## src/hw/rtl/dbbc_pkg.sv

```systemverilog
`timescale 1ns / 1ps

package dbbc_pkg;

    localparam int CFG_IDX_W  = 8;
    localparam int CFG_DATA_W = 16;

    localparam logic [CFG_IDX_W-1:0] REG_BLOCK_FORMAT  = 8'd0;
    localparam logic [CFG_IDX_W-1:0] REG_SAMPLE_STRIDE = 8'd1;

    localparam logic [1:0] FMT_DXT1 = 2'd0;
    localparam logic [1:0] FMT_DXT3 = 2'd1;
    localparam logic [1:0] FMT_DXT5 = 2'd2;

    typedef struct packed {
        logic [63:0] alpha_word;
        logic [63:0] colour_word;
        logic        last_block;
    } in_item_t;

    typedef struct packed {
        logic lit;
        logic dark;
        logic clear;
    } out_item_t;

    // per-block summary passed from front to back
    typedef struct packed {
        logic clear;
        logic bright;
        logic last;
    } cls_t;

endpackage

```

## src/hw/rtl/dbbc_front.sv

```systemverilog
`timescale 1ns / 1ps

module dbbc_front
    import dbbc_pkg::*;
(
    input  logic        aclk,
    input  logic        aresetn,
    input  logic [1:0]  block_format,
    input  logic [15:0] sample_stride,
    input  logic        s_valid,
    output logic        s_ready,
    input  in_item_t    s_data,
    output logic        push,
    output cls_t        push_data,
    input  logic        push_ready
);

    localparam logic [10:0] LIM_DIV7 = 11'd1785; // floor(x/7) < 255
    localparam logic [10:0] LIM_DIV5 = 11'd1275; // floor(x/5) < 255

    logic [15:0] skip_reg, skip_next;
    logic [16:0] skip_inc;
    logic [15:0] stride_eff;
    logic        examine;
    logic        is_dxt1;
    logic        cl_raw;
    logic        br_raw;

    function automatic logic chan_above(input logic [7:0] num, input logic [1:0] den,
                                        input logic [5:0] maxv);
        logic [16:0] lhs;
        logic [16:0] rhs;
        lhs = 17'(num) * 17'd255;
        rhs = 17'(den) * 17'd8 * 17'(maxv);
        return lhs > rhs;
    endfunction

    function automatic logic [3:0] chan_hot(input logic [5:0] e0, input logic [5:0] e1,
                                            input logic [5:0] maxv, input logic four);
        logic [3:0] h;
        logic [7:0] s0, s1;
        s0 = 8'(e0);
        s1 = 8'(e1);
        h[0] = chan_above(s0, 2'd1, maxv);
        h[1] = chan_above(s1, 2'd1, maxv);
        if (four) begin
            h[2] = chan_above((s0 << 1) + s1, 2'd3, maxv);
            h[3] = chan_above(s0 + (s1 << 1), 2'd3, maxv);
        end else begin
            h[2] = chan_above(s0 + s1, 2'd2, maxv);
            h[3] = 1'b0;
        end
        return h;
    endfunction

    function automatic logic colour_bright(input logic [63:0] blk, input logic punchable);
        logic [15:0] c0, c1;
        logic [31:0] idx;
        logic        four;
        logic [3:0]  hot;
        logic        any;
        c0   = blk[15:0];
        c1   = blk[31:16];
        idx  = blk[63:32];
        four = (c0 > c1) || !punchable;
        hot  = chan_hot({1'b0, c0[15:11]}, {1'b0, c1[15:11]}, 6'd31, four)
             | chan_hot(c0[10:5], c1[10:5], 6'd63, four)
             | chan_hot({1'b0, c0[4:0]}, {1'b0, c1[4:0]}, 6'd31, four);
        any  = 1'b0;
        for (int t = 0; t < 16; t++) begin
            any = any | hot[idx[2*t +: 2]];
        end
        return any;
    endfunction

    function automatic logic punched(input logic [63:0] blk);
        logic any;
        any = 1'b0;
        for (int t = 0; t < 16; t++) begin
            any = any | (blk[32 + 2*t +: 2] == 2'd3);
        end
        return any && !(blk[15:0] > blk[31:16]);
    endfunction

    function automatic logic explicit_clear(input logic [63:0] a);
        logic any;
        any = 1'b0;
        for (int t = 0; t < 16; t++) begin
            any = any | (a[4*t +: 4] != 4'hF);
        end
        return any;
    endfunction

    function automatic logic interp_clear(input logic [63:0] a);
        logic [7:0]  a0, a1;
        logic [7:0]  lo;
        logic [10:0] num;
        logic        any;
        a0 = a[7:0];
        a1 = a[15:8];
        lo = '0;
        lo[0] = a0 != 8'd255;
        lo[1] = a1 != 8'd255;
        if (a0 > a1) begin
            for (int k = 0; k < 6; k++) begin
                num = 11'(6 - k) * 11'(a0) + 11'(1 + k) * 11'(a1);
                lo[2 + k] = num < LIM_DIV7;
            end
        end else begin
            for (int k = 0; k < 4; k++) begin
                num = 11'(4 - k) * 11'(a0) + 11'(1 + k) * 11'(a1);
                lo[2 + k] = num < LIM_DIV5;
            end
            lo[6] = 1'b1;
            lo[7] = 1'b0;
        end
        any = 1'b0;
        for (int t = 0; t < 16; t++) begin
            any = any | lo[a[16 + 3*t +: 3]];
        end
        return any;
    endfunction

    assign s_ready    = push_ready;
    assign push       = s_valid && push_ready;
    assign examine    = skip_reg == 16'd0;
    assign is_dxt1    = block_format == FMT_DXT1;
    assign stride_eff = (sample_stride == 16'd0) ? 16'd1 : sample_stride;
    assign skip_inc   = 17'(skip_reg) + 17'd1;

    always_comb begin
        case (block_format)
            FMT_DXT1: cl_raw = punched(s_data.alpha_word);
            FMT_DXT3: cl_raw = explicit_clear(s_data.alpha_word);
            FMT_DXT5: cl_raw = interp_clear(s_data.alpha_word);
            default:  cl_raw = interp_clear(s_data.alpha_word);
        endcase
        br_raw = colour_bright(is_dxt1 ? s_data.alpha_word : s_data.colour_word, is_dxt1);
    end

    assign push_data.clear  = examine && cl_raw;
    assign push_data.bright = examine && br_raw;
    assign push_data.last   = s_data.last_block;

    always_comb begin
        skip_next = skip_reg;
        if (push) begin
            if (s_data.last_block || (skip_inc >= 17'(stride_eff))) begin
                skip_next = 16'd0;
            end else begin
                skip_next = skip_inc[15:0];
            end
        end
    end

    always_ff @(posedge aclk) begin
        if (!aresetn) begin
            skip_reg <= 16'd0;
        end else begin
            skip_reg <= skip_next;
        end
    end

endmodule

```

## src/hw/rtl/dbbc_queue.sv

```systemverilog
`timescale 1ns / 1ps

module dbbc_queue
    import dbbc_pkg::*;
#(
    parameter int DEPTH = 2
) (
    input  logic aclk,
    input  logic aresetn,
    input  logic wr_en,
    input  cls_t wr_data,
    output logic wr_ready,
    input  logic rd_en,
    output cls_t rd_data,
    output logic rd_valid
);

    localparam int PTR_W = (DEPTH > 1) ? $clog2(DEPTH) : 1;
    localparam int CNT_W = $clog2(DEPTH + 1);
    localparam logic [PTR_W-1:0] LAST_PTR = PTR_W'(DEPTH - 1);

    cls_t             mem_reg [DEPTH];
    logic [PTR_W-1:0] wr_ptr_reg, wr_ptr_next;
    logic [PTR_W-1:0] rd_ptr_reg, rd_ptr_next;
    logic [CNT_W-1:0] cnt_reg, cnt_next;

    assign wr_ready = cnt_reg != CNT_W'(DEPTH);
    assign rd_valid = cnt_reg != '0;
    assign rd_data  = mem_reg[rd_ptr_reg];

    always_comb begin
        wr_ptr_next = wr_ptr_reg;
        rd_ptr_next = rd_ptr_reg;
        cnt_next    = cnt_reg;
        if (wr_en) begin
            wr_ptr_next = (wr_ptr_reg == LAST_PTR) ? '0 : wr_ptr_reg + 1'b1;
        end
        if (rd_en) begin
            rd_ptr_next = (rd_ptr_reg == LAST_PTR) ? '0 : rd_ptr_reg + 1'b1;
        end
        if (wr_en && !rd_en) begin
            cnt_next = cnt_reg + 1'b1;
        end else if (rd_en && !wr_en) begin
            cnt_next = cnt_reg - 1'b1;
        end
    end

    always_ff @(posedge aclk) begin
        if (wr_en) begin
            mem_reg[wr_ptr_reg] <= wr_data;
        end
    end

    always_ff @(posedge aclk) begin
        if (!aresetn) begin
            wr_ptr_reg <= '0;
            rd_ptr_reg <= '0;
            cnt_reg    <= '0;
        end else begin
            wr_ptr_reg <= wr_ptr_next;
            rd_ptr_reg <= rd_ptr_next;
            cnt_reg    <= cnt_next;
        end
    end

endmodule

```

## src/hw/rtl/dbbc_back.sv

```systemverilog
`timescale 1ns / 1ps

module dbbc_back
    import dbbc_pkg::*;
(
    input  logic      aclk,
    input  logic      aresetn,
    input  logic      q_valid,
    input  cls_t      q_data,
    output logic      q_pop,
    output logic      m_valid,
    input  logic      m_ready,
    output out_item_t m_data
);

    logic      seen_clear_reg, seen_clear_next;
    logic      seen_bright_reg, seen_bright_next;
    logic      valid_reg, valid_next;
    out_item_t data_reg, data_next;
    logic      clr_any, br_any;

    assign q_pop   = q_valid && (!valid_reg || m_ready);
    assign clr_any = seen_clear_reg || q_data.clear;
    assign br_any  = seen_bright_reg || q_data.bright;
    assign m_valid = valid_reg;
    assign m_data  = data_reg;

    always_comb begin
        seen_clear_next  = seen_clear_reg;
        seen_bright_next = seen_bright_reg;
        valid_next       = valid_reg && !m_ready;
        data_next        = data_reg;
        if (q_pop) begin
            if (q_data.last) begin
                seen_clear_next  = 1'b0;
                seen_bright_next = 1'b0;
                valid_next       = 1'b1;
                data_next.lit    = !clr_any && br_any;
                data_next.dark   = !clr_any && !br_any;
                data_next.clear  = clr_any;
            end else begin
                seen_clear_next  = clr_any;
                seen_bright_next = br_any;
            end
        end
    end

    always_ff @(posedge aclk) begin
        data_reg <= data_next;
    end

    always_ff @(posedge aclk) begin
        if (!aresetn) begin
            seen_clear_reg  <= 1'b0;
            seen_bright_reg <= 1'b0;
            valid_reg       <= 1'b0;
        end else begin
            seen_clear_reg  <= seen_clear_next;
            seen_bright_reg <= seen_bright_next;
            valid_reg       <= valid_next;
        end
    end

endmodule

```

## src/hw/rtl/dxt_block_brightness_classifier.sv

```systemverilog
// Output: m_valid rises after the last item of a texture passes the queue and
// the back's result register, or later while a held result waits on m_ready.
// Throughput: one item per cycle unless stalled; the front decodes a whole block
// combinationally, and the back folds one queue entry per cycle unless stalled.
// Reset (aresetn low, synchronous) empties the queue, drops the output,
// clears the block counter and flags, and sets DXT1 with stride 1.
`timescale 1ns / 1ps

module dxt_block_brightness_classifier
    import dbbc_pkg::*;
#(
    parameter int QUEUE_DEPTH = 2
) (
    input  logic                  aclk,
    input  logic                  aresetn,
    input  logic                  cfg_valid,
    output logic                  cfg_ready,
    input  logic [CFG_IDX_W-1:0]  cfg_index,
    input  logic [CFG_DATA_W-1:0] cfg_data,
    input  logic                  s_valid,
    output logic                  s_ready,
    input  in_item_t              s_data,
    output logic                  m_valid,
    input  logic                  m_ready,
    output out_item_t             m_data
);

    logic [1:0]  fmt_reg;
    logic [15:0] stride_reg;
    logic        push, push_ready;
    cls_t        push_data;
    logic        q_valid, q_pop;
    cls_t        q_data;

    assign cfg_ready = 1'b1;

    always_ff @(posedge aclk) begin
        if (!aresetn) begin
            fmt_reg    <= FMT_DXT1;
            stride_reg <= 16'd1;
        end else if (cfg_valid) begin
            case (cfg_index)
                REG_BLOCK_FORMAT:  fmt_reg    <= cfg_data[1:0];
                REG_SAMPLE_STRIDE: stride_reg <= cfg_data[15:0];
                default: ;
            endcase
        end
    end

    dbbc_front u_front (
        .aclk          (aclk),
        .aresetn       (aresetn),
        .block_format  (fmt_reg),
        .sample_stride (stride_reg),
        .s_valid       (s_valid),
        .s_ready       (s_ready),
        .s_data        (s_data),
        .push          (push),
        .push_data     (push_data),
        .push_ready    (push_ready)
    );

    dbbc_queue #(
        .DEPTH (QUEUE_DEPTH)
    ) u_queue (
        .aclk     (aclk),
        .aresetn  (aresetn),
        .wr_en    (push),
        .wr_data  (push_data),
        .wr_ready (push_ready),
        .rd_en    (q_pop),
        .rd_data  (q_data),
        .rd_valid (q_valid)
    );

    dbbc_back u_back (
        .aclk    (aclk),
        .aresetn (aresetn),
        .q_valid (q_valid),
        .q_data  (q_data),
        .q_pop   (q_pop),
        .m_valid (m_valid),
        .m_ready (m_ready),
        .m_data  (m_data)
    );

endmodule

```

## config.mk

```make
export PLATFORM = sky130hd
export DESIGN_NAME = dxt_block_brightness_classifier
export DESIGN_NICKNAME = d
export VERILOG_FILES = /design/src/hw/rtl/dbbc_pkg.sv /design/src/hw/rtl/dbbc_front.sv /design/src/hw/rtl/dbbc_queue.sv /design/src/hw/rtl/dbbc_back.sv /design/src/hw/rtl/dxt_block_brightness_classifier.sv
export SDC_FILE = /design/constraint.sdc
export NUM_CORES = 1
export LEC_CHECK = 0
export BUFFER_PORTS_ARGS = -buffer_cell sky130_fd_sc_hd__buf_2
export CORE_AREA = 2 2 349 351
export CTS_CLUSTER_SIZE = 10
export DETAILED_ROUTE_END_ITERATION = 7
export DIE_AREA = 0 0 351 353
export PLACE_DENSITY_LB_ADDON = 0.2
export SYNTH_ARGS = -nofsm -noshare
export SYNTH_HDL_FRONTEND = slang
export SYNTH_HIERARCHICAL = 1
export SYNTH_SLANG_ARGS = --single-unit
export TNS_END_PERCENT = 30
```

## constraint.sdc

```tcl
create_clock -name aclk -period 13.15 [get_ports aclk]
set_input_delay 3.2875 -clock aclk [delete_from_list [all_inputs] [get_ports aclk]]
set_output_delay 3.2875 -clock aclk [all_outputs]
set_load 0.05 [all_outputs]
```

==> results of run 1 <==
[worst max-delay path, delay by kind of cell]
| family | cells | cell delay [ns] |
|---|---|---|
| AOI/OAI and AO/OA | 11 | 2.27 |
| buffers and inverters | 8 | 1.15 |
| xor gates and xnor gates | 1 | 0.34 |
| and+or+nand+nor | 3 | 0.97 |
| adders and majority gates | 6 | 3.05 |
[per-layer routing]
layer  vias to the layer above  GRT usage (%)  part of all wire, %
li1                      12802              -                    -
met1                     12332           20.7                   48
met2                       530           24.9                   46
met3                       111           1.72                  4.4
met4                        16           2.08                  1.5
met5                         -              0                 0.12
[metrics by stage]
step | utilization [%] | cell area [um2] | instances | setup slack [ns]
6_report | 27.2 | 32800 | 5387 | 2.10
5_1_grt | 27.2 | 32800 | 5382 | 1.43
4_1_cts | 27.2 | 32800 | 5381 | 2.03
3_5_place_dp | 27.1 | 32700 | 5373 | 1.71
3_3_place_gp | 27.1 | 32700 | 5373 | 1.85
2_1_floorplan | - | 29900 | 3619 | 2.31
[kinds of logic after synthesis]
family                     share of synthesized area, %
other                                            0.0125
adders and majority gates                          45.2
xor gates and xnor gates                           5.80
muxes                                              4.06
AOI/OAI and AO/OA                                  17.3
buffers and inverters                              9.24
and+or+nand+nor                                    14.7
DFF                                                3.71
[worst max path at each step]
stage | start | endpoint | depth (start not counted)
after floorplan | s_data[92] | u_queue/mem_reg[0][1] | 28
after global placement | s_data[82] | u_queue/mem_reg[0][1] | 29
after detailed placement | s_data[82] | u_queue/mem_reg[0][1] | 29
after CTS | s_data[82] | u_queue/mem_reg[0][1] | 29
after global routing | s_data[82] | u_queue/mem_reg[0][1] | 29
final | s_data[82] | u_queue/mem_reg[0][1] | 29
[area by class of cell]
class / count / area (um2) / area share [%]
timing repair buffer: 183 / 968 / 2.95
clock buffer: 5 / 125 / 0.381
sequential: 51 / 1110 / 3.38
tap: 1625 / 2030 / 6.19
inverter: 668 / 2510 / 7.63
multi-input combinational: 2846 / 26100 / 79.3
antenna: 6 / 15.0 / 0.0457
clock inverter: 3 / 26.3 / 0.0800
[cells in the final DEF (no fill, tap or decap), drive strengths merged, types with 20 or more instances in the layout]
cell,n
nor2b,65
o21ai,139
nor4,36
inv,668
a31oi,25
dfxtp,42
o21a,43
nor3b,23
fa,285
nor2,212
o22ai,20
nand4,40
buf,183
a211oi,37
ha,625
nand2b,55
a21oi,197
xnor2,125
nor3,98
o211ai,24
xor2,68
a21o,68
mux2,34
nand3,60
mux2i,83
nand2,149
[power by group through the flow]
stage | Sequential [W] | Clock [W] | Combinational (W)
after floorplan | 0.000197 | 0 | 0.00676
after global placement | 0.000187 | 0 | 0.00856
after detailed placement | 0.000187 | 0 | 0.00851
after CTS | 0.000183 | 0.000148 | 0.00859
after global routing | 0.000185 | 0.000152 | 0.00983
final | 0.000183 | 0.000142 | 0.00849
==> impl_metrics.py, run 1 <==
metrics = {
    "run_status": {
        "status": "finished with violations",
        "violations": "DRC",
    },
    "cts": {
        "cts_tree": "yes",
        "postCtsSetupBuffers": 0,
        "cts.path.max_buffers": 2,
        "cts_hold_buf": 0,
        "root_buffer": "clkbuf_16",
        "htree_levels": 2,
        "worstSkewPairLatency_ns": 0.31,
        "clkSlewWorstSetupHoldPaths_ns": 0.08,
        "cts-resized-gates": 0,
        "cts.sinks": 51,
        "cts_buffers": 5,
    },
    "synth": {
        "yosys-top-cells-count": "664 x inv_1, 625 x ha_1, 285 x fa_1",
        "syn_area_um2": 29900,
        "synth.yosys.warnings": 6,
        "yosysSeqAreaShare_pct": 3.71,
        "synth_edf_count": 9,
        "ys_types": 97,
        "yosysTopAreaCellShare_pct": 26.1,
        "synthArstFlopShare_pct": 0,
        "yosysMostFrequentCell": "inv_1",
        "ys_seq_elements": 51,
        "syn_avg_cell_area_um2": 8.27,
        "synth_fp_nets": 4687,
        "netlist_instances": 3619,
        "ys_dominant_reg_cell": "dfxtp_1",
        "yosys.area.top_type": "ha_1",
        "synth_area_leaders": "ha_1 26%, fa_1 19%, inv_1 8.3%",
    },
    "drt": {
        "drt-total-wl_um": 93700,
        "initialDrtViolationCount": 1518,
        "wire_per_inst_um": 17.4,
        "drcViolationCount": 1,
        "drtPass1Iterations": 8,
        "detail-route-antenna-nets": 0,
        "num_vias": 25791,
        "vias_per_cell": 4.79,
    },
    "floorplan": {
        "core_area_um2": 121000,
        "ios": 164,
        "die_h_um": 353,
        "rows": 128,
        "die_w_um": 351,
        "die_area_um2": 124000,
        "initial_core_util_pct": 24.8,
    },
    "pwr": {
        "p_sw_w": 0.00482,
        "swShare_pct": 54.7,
        "power.density_nw_per_um2": 268,
        "leakage_nw": 16.1,
        "internal_power_w": 0.00400,
        "p_comb_share_pct": 96.3,
        "seq_power_share_pct": 2.1,
        "clockPowerShare_pct": 1.6,
        "finalPower_w": 0.00881,
        "ir_drop_uv": 191,
    },
    "worst_hold_path": {
        "hold_end": "stride_reg[14]",
        "min_from": "stride_reg[14]",
        "holdCritPathClass": "reg -> reg",
        "hold_depth": 2,
    },
    "critical_path": {
        "start_kind": "primary input",
        "r2r_end": "u_queue/mem_reg[0][1]",
        "crit_type": "in -> reg",
        "path_max_fanout": 8,
        "critPathArrivalTime_ns": 11.08,
        "end_kind": "flop",
        "crit_path_top_delay_cell": "fa_1",
        "crit_required_ns": 13.18,
        "rr_worst_depth": 30,
        "slowest_delay_ns": 0.71,
        "ff2ff_setup_slack_ns": 3.61,
        "crit_top_cell": "inv_1",
        "r2r-start": "fmt_reg[0]",
    },
    "timing": {
        "period_needed_ns": 11.05,
        "clock.fmax_mhz": 90.5,
        "tightest_slew_ns": 1.02,
        "hold_violations": 0,
        "rsz0062_at_grt": "false",
        "finalCritPeriodShare_pct": 84.0,
        "finalClockSkew_ns": 0.00696,
        "relSlewSlack_pct": 31.8,
        "hold_slack_ns": 0.480,
        "setup_violations": 0,
        "fin_tns_setup_ns": 0,
        "drv_slew": 0,
    },
    "finish": {
        "syn_to_final_growth_pct": 9.79,
        "nets": 4823,
        "final_layout_size_suffix_gt1_share_pct": 6.84,
        "fillCellCount": 13211,
    },
    "placement": {
        "gp_congestion": 0.878,
        "io_buffers": 162,
        "dp_hpwl_um": 81300,
    },
    "global_routing": {
        "first_global_vias": 25609,
        "grt_start_max_net_pins": 49,
        "antenna_found_initial": 11,
        "grt.overflow.total": 0,
        "grt_first_pass_wirelength_um": 146000,
        "grt_usage_pct": 14.9,
    },
    "job": {
        "cap_violations": 0,
    },
}
Note: power is estimated with default switching activity, not from simulation.
==> run 2: changes to the inputs <==
--- a/config.mk
+++ b/config.mk
@@ -5,11 +5,12 @@
 export SDC_FILE = /design/constraint.sdc
 export NUM_CORES = 1
 export LEC_CHECK = 0
+export ABC_AREA = 1
 export BUFFER_PORTS_ARGS = -buffer_cell sky130_fd_sc_hd__buf_2
-export CORE_AREA = 2 2 349 351
+export CORE_AREA = 2 2 368 370
 export CTS_CLUSTER_SIZE = 10
 export DETAILED_ROUTE_END_ITERATION = 7
-export DIE_AREA = 0 0 351 353
+export DIE_AREA = 0 0 370 372
 export PLACE_DENSITY_LB_ADDON = 0.2
 export SYNTH_ARGS = -nofsm -noshare
 export SYNTH_HDL_FRONTEND = slang
==> constraint.sdc (replaced) <==
create_clock -name aclk -period 11.45 [get_ports aclk]
set_input_delay 2.8625 -clock aclk [delete_from_list [all_inputs] [get_ports aclk]]
set_output_delay 2.8625 -clock aclk [all_outputs]
set_load 0.05 [all_outputs]
==> run 2 against run 1 <==
The run now ends clean. First-iteration DRC count grew 16%. Register-to-register slack lost 1.0 ns. Synthesized cell count grew 40%. Wire length grew 11%. Hold slack lost 0.011 ns. Count of clock-buffer cells in the layout grew 1. Worst setup slack lost 1.0 ns. Die area grew 11%. Via count grew 22%. Synthesized area grew 11%. Utilization is essentially flat.
==> impl_metrics.py, run 2 <==
metrics = {
    "run_status": {
        "status": "complete, no violations",
    },
    "cts": {
        "clkSlewWorstSetupHoldPaths_ns": 0.07,
        "root_buffer": "clkbuf_16",
        "cts_tree": "yes",
        "cts-resized-gates": 0,
        "cts_buffers": 5,
        "cts.sinks": 51,
        "cts.path.max_buffers": 2,
        "postCtsSetupBuffers": 0,
        "htree_levels": 2,
        "cts_hold_buf": 0,
        "worstSkewPairLatency_ns": 0.29,
    },
    "global_routing": {
        "grt_first_pass_wirelength_um": 167000,
        "grt_start_max_net_pins": 81,
        "grt_usage_pct": 15.0,
        "antenna_found_initial": 5,
        "first_global_vias": 31037,
        "grt.overflow.total": 0,
    },
    "critical_path": {
        "crit_path_top_delay_cell": "fa_1",
        "worstSetupStartpoint": "s_data[6]",
        "end_kind": "flop",
        "crit_required_ns": 11.48,
        "cp-endpoint": "u_queue/mem_reg[1][1]",
        "r2r-start": "fmt_reg[1]",
        "rr_worst_depth": 39,
        "ff2ff_setup_slack_ns": 2.58,
        "crit_type": "in -> reg",
        "critPathArrivalTime_ns": 10.38,
        "path_max_fanout": 7,
        "start_kind": "primary input",
        "slowest_delay_ns": 0.69,
        "crit_top_cell": "nand2_1",
        "r2r_end": "u_queue/mem_reg[1][1]",
    },
    "timing": {
        "clock.fmax_mhz": 96.6,
        "drv_slew": 0,
        "finalClockSkew_ns": 0.00927,
        "hold_violations": 0,
        "rsz0062_at_grt": "false",
        "period_needed_ns": 10.35,
        "finalCritPeriodShare_pct": 90.4,
        "fin_tns_setup_ns": 0,
        "tightest_slew_ns": 1.10,
        "setup_violations": 0,
        "relSlewSlack_pct": 26.6,
    },
    "finish": {
        "final_layout_size_suffix_gt1_share_pct": 5.72,
        "final_cell_mix": "1254 x nand2_1, 1145 x inv_1, 625 x ha_1",
        "layout_commonest_cell": "nand2_1",
        "syn_to_final_growth_pct": 10.2,
        "nets": 6329,
    },
    "floorplan": {
        "initial_core_util_pct": 24.7,
        "core_area_um2": 134000,
        "die_w_um": 370,
        "rows": 135,
        "ios": 164,
        "die_h_um": 372,
        "die_area_um2": 138000,
    },
    "drt": {
        "detail-route-antenna-nets": 0,
        "route.top_layer_used": "met5",
        "met1_length_um": 50300,
        "initialDrtViolationCount": 1763,
        "drcViolationCount": 0,
        "wl_met2_um": 49300,
        "wire_per_inst_um": 14.8,
        "drtPass1Iterations": 6,
        "num_vias": 31568,
        "wl_met3_um": 2990,
        "drt-total-wl_um": 104000,
        "vias_per_cell": 4.48,
    },
    "job": {
        "cap_violations": 0,
    },
    "synth": {
        "yosysMostFrequentCell": "nand2_1",
        "ys_dominant_reg_cell": "dfxtp_1",
        "ys_types": 63,
        "syn_avg_cell_area_um2": 6.53,
        "yosys.area.top_type": "ha_1",
        "ys_seq_elements": 51,
        "netlist_instances": 5076,
        "synth.yosys.warnings": 6,
        "synth_area_leaders": "ha_1 24%, fa_1 17%, nand2_1 14%",
        "yosysSeqAreaShare_pct": 3.35,
        "yosysTopAreaCellShare_pct": 23.6,
        "synth_edf_count": 9,
        "synth_fp_nets": 6144,
        "syn_area_um2": 33100,
        "synthArstFlopShare_pct": 0,
        "yosys-top-cells-count": "1254 x nand2_1, 1145 x inv_1, 625 x ha_1",
    },
    "placement": {
        "dp_hpwl_um": 91300,
        "gp_congestion": 0.893,
        "io_buffers": 162,
    },
    "worst_hold_path": {
        "holdCritPathClass": "reg -> reg",
        "min_from": "u_front/skip_reg[5]",
    },
}
run 2: cell count changes after synthesis, sizes merged, moves of 54 or more:
| cell | change |
|---|---|
| xnor2 | -81 |
| nor2 | +133 |
| inv | +488 |
| nand3 | +294 |
| mux2i | -83 |
| nand2 | +1121 |
| nor2b | -64 |
| nor3 | -54 |
| a21oi | +60 |
| nand4 | +96 |
| nand2b | -55 |
run 2: worst min-delay path by stage:
stage	end	slack (ns)	depth (start not counted)
global placement	u_front/skip_reg[5]	0.46	2
detailed placement	u_front/skip_reg[5]	0.46	2
floorplan	u_front/skip_reg[5]	0.45	2
CTS	u_front/skip_reg[5]	0.47	2
global route	u_front/skip_reg[6]	0.51	2
finish	u_front/skip_reg[5]	0.47	2
run 2: area by class of cell:
type	instances	area (um2)
fill	15122	97800
antenna	3	7.51
tap	1781	2230
multi-input combinational	3830	27500
clock inverter	2	11.3
timing repair buffer	218	1230
inverter	1155	4340
clock buffer	6	129
sequential	51	1110
run 2: cell families (layout without fill, tap and decap cells):
logic type | count (synthesis) | after routing | share of synthesized area (%)
XOR/XNOR | 138 | 138 | 3.71
buffers and inverters | 1195 | 1381 | 13.8
flip-flops | 51 | 51 | 3.35
adder cells (fa/ha/maj) | 910 | 910 | 40.8
AND/OR/NAND/NOR | 2236 | 2236 | 29.1
AO/OA/AOI/OAI | 542 | 542 | 9.13
other | 1 | 4 | 0.0113
multiplexers | 3 | 3 | 0.102
run 2: metrics by stage:
| step | hold slack, ns | area [um2] | worst slack (ns) | cells | util, % |
|---|---|---|---|---|---|
| after CTS | 0.473 | 36500 | 1.01 | 7043 | 27.2 |
| final | 0.469 | 36500 | 1.10 | 7046 | 27.2 |
| after global placement | 0.457 | 36400 | 0.703 | 7035 | 27.1 |
| after floorplan | 0.445 | 33100 | 1.96 | 5076 | - |
| after detailed placement | 0.462 | 36400 | 0.707 | 7035 | 27.1 |
| after global routing | 0.512 | 36500 | 0.401 | 7045 | 27.2 |
run 2: worst max-delay path: cells and delay by family:
kind / cells / cell delay, ns
AOI/OAI and AO/OA: 4 / 0.86
xor gates and xnor gates: 1 / 0.24
adders and majority gates: 7 / 3.29
buffers and inverters: 10 / 1.08
and+or+nand+nor: 18 / 2.07
run 2: metal layers:
metal  vias up  track usage [%]
met5         -                0
met4         6             2.05
met3        64            0.711
met2       502             26.5
met1     14609             20.6
li1      16387                -
Power of run 2 is left out: the tool's default activity adds up to more than one toggle a clock period on the data nets, which glitch-free logic cannot reach.
==> run 3: changes to the inputs <==
--- a/config.mk
+++ b/config.mk
@@ -5,12 +5,11 @@
 export SDC_FILE = /design/constraint.sdc
 export NUM_CORES = 1
 export LEC_CHECK = 0
-export ABC_AREA = 1
 export BUFFER_PORTS_ARGS = -buffer_cell sky130_fd_sc_hd__buf_2
-export CORE_AREA = 2 2 368 370
+export CORE_AREA = 2 2 349 351
 export CTS_CLUSTER_SIZE = 10
 export DETAILED_ROUTE_END_ITERATION = 7
-export DIE_AREA = 0 0 370 372
+export DIE_AREA = 0 0 351 353
 export PLACE_DENSITY_LB_ADDON = 0.2
 export SYNTH_ARGS = -nofsm -noshare
 export SYNTH_HDL_FRONTEND = slang
==> run 3 against run 2 <==
Non-clock buffer count is 6 lower. Clock skew increased by 0.0025 ns. Hold slack improved by 0.015 ns. First-iteration DRC count shrank 24%.
==> impl_metrics.py, run 3 (same netlist as run 1, synthesis figures left out) <==
metrics = {
    "pwr": {
        "ir_drop_uv": 445,
        "finalPower_w": 0.0101,
        "leakage_nw": 16.2,
        "power.density_nw_per_um2": 305,
    },
    "placement": {
        "io_buffers": 162,
        "dp_hpwl_um": 81200,
        "gp_congestion": 0.889,
        "placed_area_um2": 32900,
    },
    "cts": {
        "postCtsSetupBuffers": 0,
        "cts.path.max_buffers": 2,
        "cts_hold_buf": 0,
        "clkSlewWorstSetupHoldPaths_ns": 0.06,
        "root_buffer": "clkbuf_16",
        "cts-resized-gates": 0,
        "worstSkewPairLatency_ns": 0.30,
        "cts.sinks": 51,
        "cts_tree": "yes",
        "htree_levels": 2,
        "cts_buffers": 5,
    },
    "worst_hold_path": {
        "hold_depth": 2,
        "holdCritPathClass": "reg -> reg",
        "hold_end": "stride_reg[11]",
        "min_from": "stride_reg[11]",
    },
    "critical_path": {
        "end_kind": "flop",
        "start_kind": "primary input",
        "critPathArrivalTime_ns": 10.61,
        "crit_cells": 29,
        "crit_path_top_delay_cell": "fa_1",
        "crit_required_ns": 11.41,
        "critPathTopFamily": "adder cells",
        "rr_worst_depth": 29,
        "path_max_fanout": 5,
        "slowest_delay_ns": 0.71,
        "r2r-start": "fmt_reg[1]",
        "crit_buf_inv": 8,
        "ff2ff_setup_slack_ns": 2.00,
        "crit_type": "in -> reg",
        "crit_top_cell": "inv_1",
        "r2r_end": "u_queue/mem_reg[0][1]",
    },
    "timing": {
        "finalClockSkew_ns": 0.0118,
        "finalCritPeriodShare_pct": 93.0,
        "drv_slew": 0,
        "hold_violations": 0,
        "setup_violations": 0,
        "relSlewSlack_pct": 19.4,
        "tightest_slew_ns": 1.18,
        "clock.fmax_mhz": 93.9,
        "rsz0062_at_grt": "false",
        "fin_tns_setup_ns": 0,
        "period_needed_ns": 10.65,
    },
    "finish": {
        "multi_input_area_um2": 26100,
        "design_area_um2": 33100,
        "nets": 4852,
        "layout_commonest_cell": "inv_1",
        "fillCellCount": 13159,
        "final_layout_size_suffix_gt1_share_pct": 7.53,
        "final-seq-area_um2": 1110,
        "final_cell_mix": "664 x inv_1, 625 x ha_1, 285 x fa_1",
        "syn_to_final_growth_pct": 10.5,
    },
    "floorplan": {
        "core_area_um2": 121000,
        "rows": 128,
        "die_area_um2": 124000,
        "die_w_um": 351,
        "die_h_um": 353,
        "initial_core_util_pct": 24.8,
        "ios": 164,
    },
    "global_routing": {
        "antenna_found_initial": 12,
        "grt_first_pass_wirelength_um": 147000,
        "first_global_vias": 25770,
        "grt_start_max_net_pins": 49,
        "grt.overflow.total": 0,
        "grt_usage_pct": 14.9,
    },
    "drt": {
        "drt-total-wl_um": 93600,
        "vias_per_cell": 4.72,
        "drcViolationCount": 0,
        "detail-route-antenna-nets": 0,
        "wire_per_inst_um": 17.3,
        "num_vias": 25568,
        "drtPass1Iterations": 7,
        "initialDrtViolationCount": 1337,
    },
    "job": {
        "cap_violations": 0,
    },
    "run_status": {
        "status": "complete, no violations",
    },
}
[run 3: report_power, final]
group	switching, W	internal, W	leakage [nW]
Combinational	0.00542	0.00429	15.8
Clock	0.0000672	0.0000809	0.0669
Sequential	0.00000914	0.000201	0.417
Total	0.00550	0.00458	16.2
[run 3: layer usage]
layer  vias to the layer above  wire, um  part of all wire, %  track usage [%]
met4                        12      1770                  1.9             2.64
met5                         -        70                0.075                0
met3                        99      3730                  4.0             1.16
li1                      12832         -                    -                -
met1                     12159     45900                   49             21.6
met2                       466     42100                   45             24.4
[run 3: worst max-delay path by stage]
stage | startpoint | endpoint
after detailed placement | s_data[78] | u_queue/mem_reg[1][1]
final | s_data[66] | u_queue/mem_reg[1][1]
after global placement | s_data[78] | u_queue/mem_reg[0][1]
after floorplan | s_data[92] | u_queue/mem_reg[0][1]
after global routing | s_data[78] | u_queue/mem_reg[1][1]
after CTS | s_data[78] | u_queue/mem_reg[1][1]
[run 3: through the flow]
stage | std cells | util (%) | hold slack (ns) | setup WS (ns)
2_1_floorplan | 3619 | - | 0.435 | 1.03
3_3_place_gp | 5402 | 27.3 | 0.454 | 0.397
3_5_place_dp | 5402 | 27.3 | 0.461 | 0.389
4_1_cts | 5410 | 27.4 | 0.478 | 0.667
5_1_grt | 5412 | 27.4 | 0.497 | 0.134
6_report | 5417 | 27.4 | 0.484 | 0.802
[run 3: final cells by class]
cell class                 instances  area share [%]
timing repair buffer             212            3.59
clock buffer                       6           0.390
multi-input combinational       2846            78.8
tap                             1625            6.15
sequential                        51            3.36
antenna                            7          0.0530
clock inverter                     2          0.0379
inverter                         668            7.59
[run 3: tightest hold or removal path, delay by kind of cell (launching register included)]
family           cells  cell delay, ns
AND/OR/NAND/NOR      1            0.06
flip-flops           1            0.33
multiplexers         1            0.05
